### config.mk
export PLATFORM = sky130hd
export DESIGN_NAME = bfa_front
export DESIGN_NICKNAME = d
export VERILOG_FILES = /design/src/rtl/core/bfa_pkg.sv /design/src/rtl/core/bfa_front.sv
export SDC_FILE = /design/constraint.sdc
export NUM_CORES = 1
export LEC_CHECK = 0
export BUFFER_PORTS_ARGS = -buffer_cell sky130_fd_sc_hd__buf_2
export CORE_MARGIN = 2
export CORE_UTILIZATION = 45
export DETAILED_ROUTE_END_ITERATION = 12
export GPL_ROUTABILITY_DRIVEN = 0
export GPL_TIMING_DRIVEN = 0
export PLACE_DENSITY = 0.78
export SETUP_SLACK_MARGIN = 0.4
export SYNTH_ARGS = -nofsm -noshare
export SYNTH_HDL_FRONTEND = slang
export SYNTH_SLANG_ARGS = --single-unit
### constraint.sdc
create_clock -name clk -period 4.02 [get_ports clk]
set_input_delay 0.603 -clock clk [delete_from_list [all_inputs] [get_ports clk]]
set_output_delay 0.603 -clock clk [all_outputs]
set_load 0.03 [all_outputs]
### src/rtl/core/bfa_pkg.sv
// Shared types and constants for the bitmap frame allocator.
`default_nettype none
package bfa_pkg;

  localparam int unsigned FRAME_COUNT_DEF = 32768;
  localparam int unsigned WORD_BITS_DEF   = 32;
  localparam int unsigned FRAME_NUM_W     = 20;
  localparam int unsigned FRAME_SHIFT     = 12;
  localparam int unsigned TOTAL_W         = 16;

  typedef enum logic [1:0] {
    OP_ALLOC     = 2'd0,
    OP_FREE      = 2'd1,
    OP_REGION_SET = 2'd2,
    OP_REGION_CLR = 2'd3
  } op_t;

  typedef enum logic [1:0] {
    ST_OK           = 2'd0,
    ST_NO_FRAME     = 2'd1,
    ST_DOUBLE_FREE  = 2'd2,
    ST_OUT_OF_RANGE = 2'd3
  } status_t;

  typedef enum logic [2:0] {
    K_ALLOC,
    K_FREE,
    K_SET,
    K_CLR,
    K_OOR
  } cmd_kind_t;

  typedef struct packed {
    cmd_kind_t              kind;
    logic [FRAME_NUM_W-1:0] lo;
    logic [FRAME_NUM_W:0]   hi;
  } cmd_t;

  typedef struct packed {
    logic pop;
    logic clearing;
  } back_status_t;

  typedef enum logic [1:0] {
    S_CLEAR,
    S_IDLE,
    S_EVAL
  } back_state_t;

endpackage
`default_nettype wire

### src/rtl/core/bfa_front.sv
// Front end: accepts commands, classifies them into frame ranges and queues them.
`default_nettype none
module bfa_front #(
  parameter int unsigned FRAME_COUNT = bfa_pkg::FRAME_COUNT_DEF
) (
  input  wire logic                          clk,
  input  wire logic                          rst,
  input  wire logic                          start,
  output logic                               busy,
  input  wire logic [1:0]                    op,
  input  wire logic [31:0]                   address,
  input  wire logic [31:0]                   size,
  input  wire logic                          cfg_we,
  input  wire logic [bfa_pkg::TOTAL_W-1:0]   cfg_wdata,
  input  wire bfa_pkg::back_status_t         back_st,
  output logic                               head_valid,
  output bfa_pkg::cmd_t                      head
);

  localparam int unsigned FW = bfa_pkg::FRAME_NUM_W;
  localparam logic [FW:0] FC = (FW+1)'(FRAME_COUNT);

  logic [bfa_pkg::TOTAL_W-1:0] total_frames;
  bfa_pkg::cmd_t               q [2];
  logic                        wr_ptr;
  logic                        rd_ptr;
  logic [1:0]                  count;
  logic [1:0]                  count_next;

  logic [FW-1:0] frame;
  logic [FW:0]   frame_ext;
  logic [FW:0]   region_end;
  logic [FW:0]   limit;
  logic [FW:0]   tf_ext;
  bfa_pkg::cmd_t cmd;
  logic          push;

  assign frame      = address[31 -: FW];
  assign frame_ext  = {1'b0, frame};
  assign region_end = frame_ext + {1'b0, size[31 -: FW]};
  assign tf_ext     = (FW+1)'(total_frames);
  assign limit      = (tf_ext > FC) ? FC : tf_ext;

  always_comb begin
    cmd.lo = frame;
    cmd.hi = (region_end > FC) ? FC : region_end;
    unique case (bfa_pkg::op_t'(op))
      bfa_pkg::OP_ALLOC: begin
        cmd.kind = bfa_pkg::K_ALLOC;
        cmd.lo   = FW'(1);
        cmd.hi   = limit;
      end
      bfa_pkg::OP_FREE: begin
        cmd.kind = (frame_ext >= FC) ? bfa_pkg::K_OOR : bfa_pkg::K_FREE;
        cmd.hi   = frame_ext + (FW+1)'(1);
      end
      bfa_pkg::OP_REGION_SET: cmd.kind = bfa_pkg::K_SET;
      bfa_pkg::OP_REGION_CLR: cmd.kind = bfa_pkg::K_CLR;
      default:                cmd.kind = bfa_pkg::K_SET;
    endcase
  end

  assign busy       = (count == 2'd2) || back_st.clearing;
  assign push       = start && !busy;
  assign head_valid = (count != 2'd0);
  assign head       = q[rd_ptr];

  always_comb begin
    count_next = count;
    if (push && !back_st.pop) begin
      count_next = count + 2'd1;
    end else if (!push && back_st.pop) begin
      count_next = count - 2'd1;
    end
  end

  always_ff @(posedge clk) begin
    if (rst) begin
      total_frames <= '0;
      wr_ptr       <= 1'b0;
      rd_ptr       <= 1'b0;
      count        <= '0;
    end else begin
      if (cfg_we) begin
        total_frames <= cfg_wdata;
      end
      if (push) begin
        wr_ptr <= ~wr_ptr;
      end
      if (back_st.pop) begin
        rd_ptr <= ~rd_ptr;
      end
      count <= count_next;
    end
  end

  always_ff @(posedge clk) begin
    if (push) begin
      q[wr_ptr] <= cmd;
    end
  end

endmodule
`default_nettype wire

==> summary.md, run 1 <==
| Metric | Value |
|---|---|
| Critical-path top delay cell | a221oi_4 |
| Slew @ Worst Pin | 0.772 ns |
| Layout cells sized above 1 | 30.8% |
| Post-DP HPWL | 11500 um |
| DIE WIDTH | 119 um |
| CTS root buf | clkbuf_16 |
| Number of synthesized flops with an enable pin | 88 |
| Antenna cells | 0 |
| Combinational power share | 24.7% |
| Period minus WS final | 3.53 ns |
| Avg WL per Cell | 18.5 um |
| Syn. warnings | 0 |
| Status | finished clean |
| Clock Latency Late Sink | 0.35 ns |
| Post-layout nets | 749 |
| Clock group share of total power | 28.5% |
| Critical-path cell list | buf_2 > ha_1 > fa_1 > nand3_1 > a21oi_1 > a31oi_2 > nor3_1 > or3_1 > a221oi_4 > nand2_4 > buf_6 > o31ai_1 |
| Largest net degree at the start of global routing | 39 |
| Vias in the first global route | 4566 |
| Fin util | 54.4% |
| LEAKAGE | 2.79 nW |
| Ys async rst share | 0% |
| Post-Synthesis Cells | 514 |
| Syn Nets | 626 |
| RSZ-0062 raised after global routing | yes |
| Hold Path Stages | 2 |
| CTS Hold Buffers Added | 0 |
| Peak VDD IR | 215 uV |
| Type of origin of the critical path | input pin |
| Placed Instance Area | 6780 um^2 |
| Crit path kind | input pin to flip-flop |
| Tcrit/Tclk final | 87.9% |
| Largest family of logic cells by synthesized area | simple AND/OR/NAND/NOR gates |
| Core Rows | 42 |
| Buf/Inv on CP | 2 |
| Post-Synth XOR/XNOR Area | 5.13% |
| Max Slew Vio Count | 0 |
| Cell with the most instances after synthesis | edfxtp_1 |
| Post-synthesis sequential element count | 109 |
| Port Buffers | 107 |
| PD cells | 395 nW/um^2 |
| Crit path largest cell delay | 0.45 ns |
| Adder and majority gate portion of the synthesized area | 5.15% |
| Starting DRT DRC Count | 358 |
| Clock slew at reported path FFs | 0.07 ns |
| Clk sinks | 109 |
| Sequential power share | 46.8% |
| Synth cell types | 60 |
| Tightest Hold Check Type | input pin to flip-flop |
| Final setup fails | 0 |
| Via count | 4671 |
| Number of H-tree levels | 3 |
| CTS tree | done |
| Max-cap violations | 0 |
| Core area | 13100 um^2 |
| First-pass GRT wire length | 22800 um |
| Initial antenna violation count | 0 |
| Worst-path maximum fanout | 10 |
| P_sw | 0.000853 W |
| Starting density of the core | 45.7% |
| Worst relative slew slack | 48.5% |
| Area delta synth->final | 19.0% |
| Fillcell total | 1076 |
| Sequential area share after synthesis | 51.2% |
| Post-Synth Simple-Gate Area | 12.6% |
| Critical path data arrival time | 3.62 ns |
| Num CTS Buffers | 9 |
| Cell Int Power | 0.00196 W |
| Setup crit end kind | flip-flop |
| 1st-pass router iterations | 5 |
| Power, Total | 0.00281 W |
| Vias per cell | 5.71 |
| Final Non-Filler Cells | 818 |
| CP delay by family, top | compound AO/OA/AOI/OAI gates |
| Post-route cell area | 7110 um^2 |
| Synth Cell Area | 5980 um^2 |
| Die height | 119 um |
| Largest cells by area after synthesis | edfxtp_1 (44%), mux2_2 (8.3%), dfxtp_1 (7.0%), ha_1 (4.8%), mux2i_1 (2.7%) |
| All-layer global routing usage | 20.8% |
| Share of the synthesized area in the top cell type | 44.2% |
| CTS Buffer Depth | 2 |
| Detailed Route WL | 15100 um |
| Post-synth top area cell | edfxtp_1 |
| Ports | 134 |
| Fin Setup TNS | 0 ns |
| Final Hold Vio Count | 0 |
| Top FF cell, synth | edfxtp_1 |
| DRC viols | 0 |
| Placed instance count | 799 |
| GRT overflow | 0 |
| Die Area | 14200 um^2 |
| Worst R2R Path Depth | 6 |
| Antenna Nets Post-Route | 0 |
| Post-synth top cells | edfxtp_1 (88), mux2_2 (44), nor2_1 (41) |
| Post-synthesis mux area share | 11.0% |
| Compound-Gate Fraction of Synth Area | 12.3% |
| Critical path data required time | 4.11 ns |
| Avg Inst Size Synth | 11.6 um^2 |
| Sw Share | 30.3% |
| Stages on worst setup path | 12 |
| Fmax | 283 MHz |
| Clock Skews | 0.00841 ns |
## state kept, by name, indices dropped and copies added, names as in the netlist, named ones only
register      flops
q                88
total_frames     16
count             2
rd_ptr            1
wr_ptr            1
## power by group through the flow
stage          Sequential [W]  Clock [W]  Combinational (W)
2_1_floorplan         0.00133          0           0.000471
3_3_place_gp          0.00134          0           0.000640
3_5_place_dp          0.00134          0           0.000665
4_1_cts               0.00131   0.000811           0.000671
5_1_grt               0.00132   0.000845           0.000746
6_report              0.00132   0.000802           0.000695
## worst reg2reg max path: stages (launching register included)
cell and delay, ns:
dfxtp_1 0.35, nor4_1 0.44, a41oi_1 0.17, nor3_1 0.44, clkbuf_1 0.43, a22oi_1 0.19
o31ai_1 0.17
## per-layer routing
metal	up-vias	part of all wire (%)	global-route usage [%]
met5	-	0	0
met4	0	3.3	8.93
met3	53	8.2	3.64
met2	245	49	35.6
met1	2194	39	25.9
li1	2179	-	-
## through the flow
stage          setup WS, ns  hold slack [ns]
4_1_cts               0.456            0.439
5_1_grt               0.350            0.452
6_report              0.487            0.453
3_5_place_dp       -0.00462            0.519
2_1_floorplan         0.800            0.461
3_3_place_gp         -0.213            0.472
## worst paths after layout
kind	startpoint	end	slack, ns
worst min register to register	rd_ptr	rd_ptr	0.54
worst max-delay path	address[12]	q[1][12]	0.49
worst min-delay path	rst	count[1]	0.45
worst max register to register	total_frames[0]	q[1][12]	1.57
## area by class of cell
cell class / instances / area (um^2) / share of cell area [%]
clock inverter: 6 / 38.8 / 0.545
timing repair buffer: 112 / 598 / 8.41
buffer: 22 / 97.6 / 1.37
tap: 176 / 220 / 3.10
sequential: 109 / 3060 / 43.1
clock buffer: 10 / 229 / 3.22
inverter: 15 / 56.3 / 0.792
multi-input combinational: 368 / 2810 / 39.5
## timing repair
| item | in CTS | in global routing |
|---|---|---|
| pin swaps | 0 | 1 |
| setup buffers | 0 | 3 |
| endpoints found under the hold margin | 0 | 0 |
| setup endpoints to repair | 2 | 22 |
| gates resized for setup | 1 | 5 |
## layout by cell type (no fill, tap or decap), types with 2 or more instances in the layout
cell type and n:
o41ai_1 2, o41ai_2 4, and2_1 3, and3_1 6
inv_1 14, buf_4 4, nor2_1 40, clkinv_2 2
buf_2 109, a21oi_2 2, a211oi_1 2, a221oi_1 2
clkbuf_1 14, xor2_1 18, nand2_1 33, a21oi_1 21
mux2_2 44, xnor2_1 17, o21a_1 3, or3_1 4
o21ai_0 17, nand3_1 14, buf_1 4, nor4_1 5
nor3_1 8, dfxtp_1 21, buf_12 2, o31ai_1 6
nor2b_1 18, clkinv_1 2, clkbuf_16 9, edfxtp_1 88
a22oi_1 14, ha_1 23, nand4_1 9, and4_1 2
o21bai_1 2, a21o_1 6, mux2i_1 16, a31oi_2 2
## cell families (layout without fill, tap and decap cells)
logic type               Yosys count  in the layout
XOR/XNOR                          35             35
flip-flops                       109            109
AND/OR/NAND/NOR                  151            151
adder cells (fa/ha/maj)           24             24
AO/OA/AOI/OAI                     98             98
multiplexers                      60             60
buffers and inverters             37            165
(Power assumes the default switching activity.)
==> run 2, diff against run 1 <==
Clock period 4.02 ns to 3.75 ns, I/O delays scaled along.
==> run 2 against run 1 <==
Final cell count unchanged. Combinational power increased by 11%. Largest cell class unchanged. Clock-buffer cell count unchanged. Worst hold slack got worse by 0.046 ns. Via count increased by 0.66%.
==> summary.md, run 2 (synthesis results as in run 1) <==
| Metric | Value |
|---|---|
| Fin util | 55.2% |
| PD cells | 422 nW/um^2 |
| Port Buffers | 107 |
| Number of H-tree levels | 3 |
| Worst-path maximum fanout | 10 |
| Post-DP HPWL | 11500 um |
| Max reg flops | 88 |
| Post-layout nets | 749 |
| Clk sinks | 109 |
| Antenna Nets Post-Route | 0 |
| Max Slew Vio Count | 0 |
| Detailed Route WL | 15300 um |
| Tcrit/Tclk final | 86.5% |
| Core Rows | 42 |
| DRC viols | 0 |
| Most frequent cells in the layout | buf_2 (109), edfxtp_1 (88), mux2_2 (44) |
| Num CTS Buffers | 9 |
| Final setup fails | 0 |
| CTS root buf | clkbuf_16 |
| Clock Skews | 0.00834 ns |
| Via count | 4702 |
| Avg WL per Cell | 18.6 um |
| Tightest Hold Check Type | input pin to flip-flop |
| Die Area | 14200 um^2 |
| Max-cap violations | 0 |
| Largest register by flop count | q |
| Worst setup margin | 0.505 ns |
| Post-route cell area | 7230 um^2 |
| CTS Buffer Depth | 2 |
| Fmax | 308 MHz |
| Vias in the first global route | 4573 |
| RSZ-0062 raised after global routing | yes |
| Placed Instance Area | 6780 um^2 |
| DP Worst Slack | -0.234 ns |
| Clock Latency Late Sink | 0.35 ns |
| LEAKAGE | 2.83 nW |
| Starting density of the core | 45.7% |
| GRT overflow | 0 |
| Layout cells sized above 1 | 32.6% |
| Die height | 119 um |
| First-pass GRT wire length | 23000 um |
| Status | finished clean |
| Initial antenna violation count | 0 |
| Largest net degree at the start of global routing | 39 |
| DIE WIDTH | 119 um |
| CTS tree | done |
| Worst relative slew slack | 48.6% |
| Area delta synth->final | 20.9% |
| Crit path kind | input pin to flip-flop |
| Commonest non-fill, non-tap cell in the layout | buf_2 |
| Placed instance count | 799 |
| All-layer global routing usage | 20.9% |
| CTS Hold Buffers Added | 0 |
| Ports | 134 |
| Antenna cells | 0 |
| Critical path data required time | 3.86 ns |
| Type of origin of the critical path | input pin |
| Peak VDD IR | 236 uV |
| Setup crit end kind | flip-flop |
| Starting DRT DRC Count | 452 |
| Clock slew at reported path FFs | 0.07 ns |
| Final Hold Vio Count | 0 |
| Hold Slack | 0.407 ns |
| Final Non-Filler Cells | 818 |
| Slew @ Worst Pin | 0.771 ns |
| Critical path data arrival time | 3.35 ns |
| Regs by FF count | q (88), total_frames (16), count (2) |
| Vias per cell | 5.75 |
| Period minus WS final | 3.24 ns |
| Core area | 13100 um^2 |
| 1st-pass router iterations | 6 |
run 2: cell counts in the layout (fill, tap and decap cells not counted):
No cell type changed its count.
run 2: layer usage:
metal	track usage [%]	wire length, um	vias to the layer above
met4	8.85	367	0
met1	26.0	6040	2250
met5	0	0	-
li1	-	-	2178
met2	36.2	7700	239
met3	3.30	1140	35
run 2: timing repair:
action / in CTS / in global routing
gates cloned: 0 / 0
setup buffers: 0 / 3
resized for setup: 7 / 17
setup endpoints to repair: 18 / 30
pin swaps: 0 / 4
run 2: final cells by class:
| class | instances | area, um^2 |
|---|---|---|
| flip-flops and latches | 109 | 3060 |
| clock buffers | 10 | 229 |
| inverters | 15 | 56.3 |
| repair buffers | 112 | 598 |
| fillers | 1057 | 5860 |
| well taps | 176 | 220 |
| multi-input cells | 368 | 2920 |
| plain buffers | 22 | 97.6 |
| clock inverters | 6 | 38.8 |
run 2: where the power goes:
group	leakage, nW	total, W	switching (W)	internal [W]
Clock	0.130	0.000864	0.000415	0.000449
Sequential	0.990	0.00141	0.0000284	0.00138
Combinational	1.71	0.000773	0.000495	0.000278
Total	2.83	0.00305	0.000938	0.00211
run 2: final timing paths:
kind                   startpoint  endpoint  slack (ns)  depth (start not counted)
setup / recovery      address[12]   q[0][9]        0.51                         11
hold / removal                rst  count[1]        0.41                          2
setup reg to reg  total_frames[0]   q[0][9]        1.29                          6
hold reg to reg            rd_ptr    rd_ptr        0.54                          2
run 2: worst max-delay path: stages:
cell and delay, ns:
buf_2 0.13, ha_1 0.24, fa_1 0.41, nand3_1 0.15, a21oi_2 0.12, o21ai_1 0.18
a211oi_1 0.10, or3_1 0.37, a221oi_2 0.36, a41oi_4 0.29, o41ai_2 0.43
run 2: per-stage QoR:
step	TNS, ns	power (W)
after global placement	-19.45	0.00212
after global routing	0	0.00315
after CTS	0	0.00301
after floorplan	0	0.00193
after detailed placement	-1.33	0.00215
final	0	0.00305
==> run 3, diff against run 2 <==
Settings changed: RECOVER_POWER set to 100.
==> run 3 against run 2 <==
The flow now finishes with violations (max-capacitance violations, max-slew violations). Critical path type unchanged. Fmax down 6.6%. Critical path depth up 1. Clock skew up 0.00093 ns. Total power down 1.1%. Cell area down 1.9%. First-iteration DRC count up 12%. Routed wire length up 0.28%. Register-to-register slack worse by 0.82 ns. Via count down 0.66%. Critical endpoint is now q[0][7]. Die area unchanged. Final cell count unchanged.
==> summary.md, run 3 (synthesis results as in run 1) <==
| Metric | Value |
|---|---|
| Status | finished, violations left |
| Failing checks | max-capacitance violations, max-slew violations |
| Vias in the first global route | 4573 |
| Core area | 13100 um^2 |
| DP Worst Slack | -0.234 ns |
| Crit path largest cell delay | 0.43 ns |
| Starting density of the core | 45.7% |
| Critical path data arrival time | 3.58 ns |
| Final Hold Vio Count | 0 |
| Detailed Route WL | 15300 um |
| Worst R2R Path Depth | 4 |
| FF-to-FF End | q[1][30] |
| Slew @ Worst Pin | 2.28 ns |
| GR met1 Demand/Resource | 26.0% |
| First-pass GRT wire length | 23000 um |
| Hold Path End | total_frames[7] |
| Layout cells sized above 1 | 24.1% |
| DIE WIDTH | 119 um |
| Worst-path maximum fanout | 10 |
| Most used routing layer | met2 |
| CTS root buf | clkbuf_16 |
| PD cells | 425 nW/um^2 |
| Fmax | 288 MHz |
| GRT overflow | 0 |
| All-layer global routing usage | 20.9% |
| 1st-pass router iterations | 5 |
| LEAKAGE | 2.67 nW |
| Critical path data required time | 3.85 ns |
| RSZ-0062 raised after global routing | yes |
| Port Buffers | 107 |
| Crit path kind | input pin to flip-flop |
| Peak VDD IR | 230 uV |
| Die height | 119 um |
| Max-cap violations | 1 |
| Most frequent cells in the layout | edfxtp_1 (88), clkbuf_1 (64), buf_2 (64) |
| Ports | 134 |
| Critical-path cell list | clkbuf_1 > ha_1 > a21oi_2 > and2_4 > o211ai_2 > a311oi_4 > a211oi_1 > a2111oi_4 > buf_4 > nand2_4 > buf_6 > o41ai_2 |
| Area delta synth->final | 18.6% |
| Clock Skews | 0.00927 ns |
| Period minus WS final | 3.48 ns |
| Clk sinks | 109 |
| Tcrit/Tclk final | 92.7% |
| Final setup fails | 0 |
| CTS tree | done |
| Hold Slack | 0.450 ns |
| Max Slew Vio Count | 39 |
| Worst relative slew slack | -51.7% |
| Clock Latency Late Sink | 0.35 ns |
| Critical-path top delay cell | o41ai_2 |
| DRC viols | 0 |
| R2r startpoint | count[0] |
| CP delay by family, top | compound AO/OA/AOI/OAI gates |
| Worst setup margin | 0.275 ns |
| Regs by FF count | q (88), total_frames (16), count (2) |
| Buf/Inv on CP | 3 |
| Num CTS Buffers | 9 |
| Antenna cells | 0 |
| Vias per cell | 5.71 |
| Worst Hold Launch | cfg_wdata[7] |
| Via count | 4671 |
| Avg WL per Cell | 18.7 um |
| Core Rows | 42 |
| Number of H-tree levels | 3 |
| Reg2Reg Setup Slack | 0.47 ns |
| GR Util met3 | 3.30% |
| Largest net degree at the start of global routing | 39 |
| Clock slew at reported path FFs | 0.07 ns |
| Commonest non-fill, non-tap cell in the layout | edfxtp_1 |
| CTS Buffer Depth | 2 |
| Hold Path Stages | 3 |
| Tightest Hold Check Type | input pin to flip-flop |
| Type of origin of the critical path | input pin |
| Power, Total | 0.00301 W |
| Max reg flops | 88 |
| Post-DP HPWL | 11500 um |
| Die Area | 14200 um^2 |
| Post-layout nets | 749 |
| Setup crit end kind | flip-flop |
| Starting DRT DRC Count | 505 |
| Met2 Usage GRT | 36.2% |
| Antenna Nets Post-Route | 0 |
| Largest register by flop count | q |
| Initial antenna violation count | 0 |
==> run 3: cell types whose count changed in the layout (fill, tap and decap cells not counted), sizes merged <==
cell | previous run | this run
buf | 120 | 68
clkbuf | 24 | 76
==> run 3: metal layers <==
| metal | part of all wire [%] | wire length [um] |
|---|---|---|
| met4 | 2.7 | 412 |
| met5 | 0 | 0 |
| met2 | 50 | 7710 |
| met3 | 7.5 | 1150 |
| met1 | 39 | 6020 |
==> run 3: area by class of cell <==
cell class / count / area [um^2]
clock inverters: 6 / 38.8
clock buffers: 10 / 229
multi-input cells: 368 / 2880
flip-flops and latches: 109 / 3060
inverters: 15 / 56.3
repair buffers: 112 / 510
well taps: 176 / 220
fillers: 1103 / 5990
plain buffers: 22 / 97.6
==> run 3: tightest hold or removal path, stage by stage <==
cell	delay, ns
buf_2	0.08
mux2i_1	0.06
nor2_1	0.07
==> run 3: power breakdown <==
part	switching [W]	internal [W]
sequential	0.0000278	0.00138
clock	0.000409	0.000449
combinational	0.000490	0.000255
==> run 3: per-stage QoR <==
| stage | cells | instance area, um^2 | setup TNS, ns | util [%] |
|---|---|---|---|---|
| after detailed placement | 799 | 6780 | -1.33 | 51.8 |
| after global routing | 818 | 7090 | 0 | 54.2 |
| after global placement | 797 | 6730 | -19.45 | 51.5 |
| after floorplan | 514 | 5980 | 0 | - |
| after CTS | 815 | 7100 | 0 | 54.2 |
| final | 818 | 7090 | 0 | 54.2 |
==> run 3: worst max-delay path by stage <==
stage	startpoint	end	slack (ns)	cells past startpoint
after global routing	address[19]	q[0][7]	0.19	12
after global placement	back_st[0]	q[0][19]	-0.44	4
after CTS	address[12]	q[1][7]	0.36	12
after floorplan	address[12]	q[0][13]	0.57	11
after detailed placement	address[12]	q[0][7]	-0.23	12
final	address[19]	q[0][7]	0.27	12
==> run 3: repair_timing <==
item | 4_1_cts | 5_1_grt
buffers inserted | 0 | 3
setup endpoints to repair | 18 | 30
gates resized for setup | 7 | 17
pin swaps | 0 | 4
hold buffers | 0 | 0
gates cloned | 0 | 0
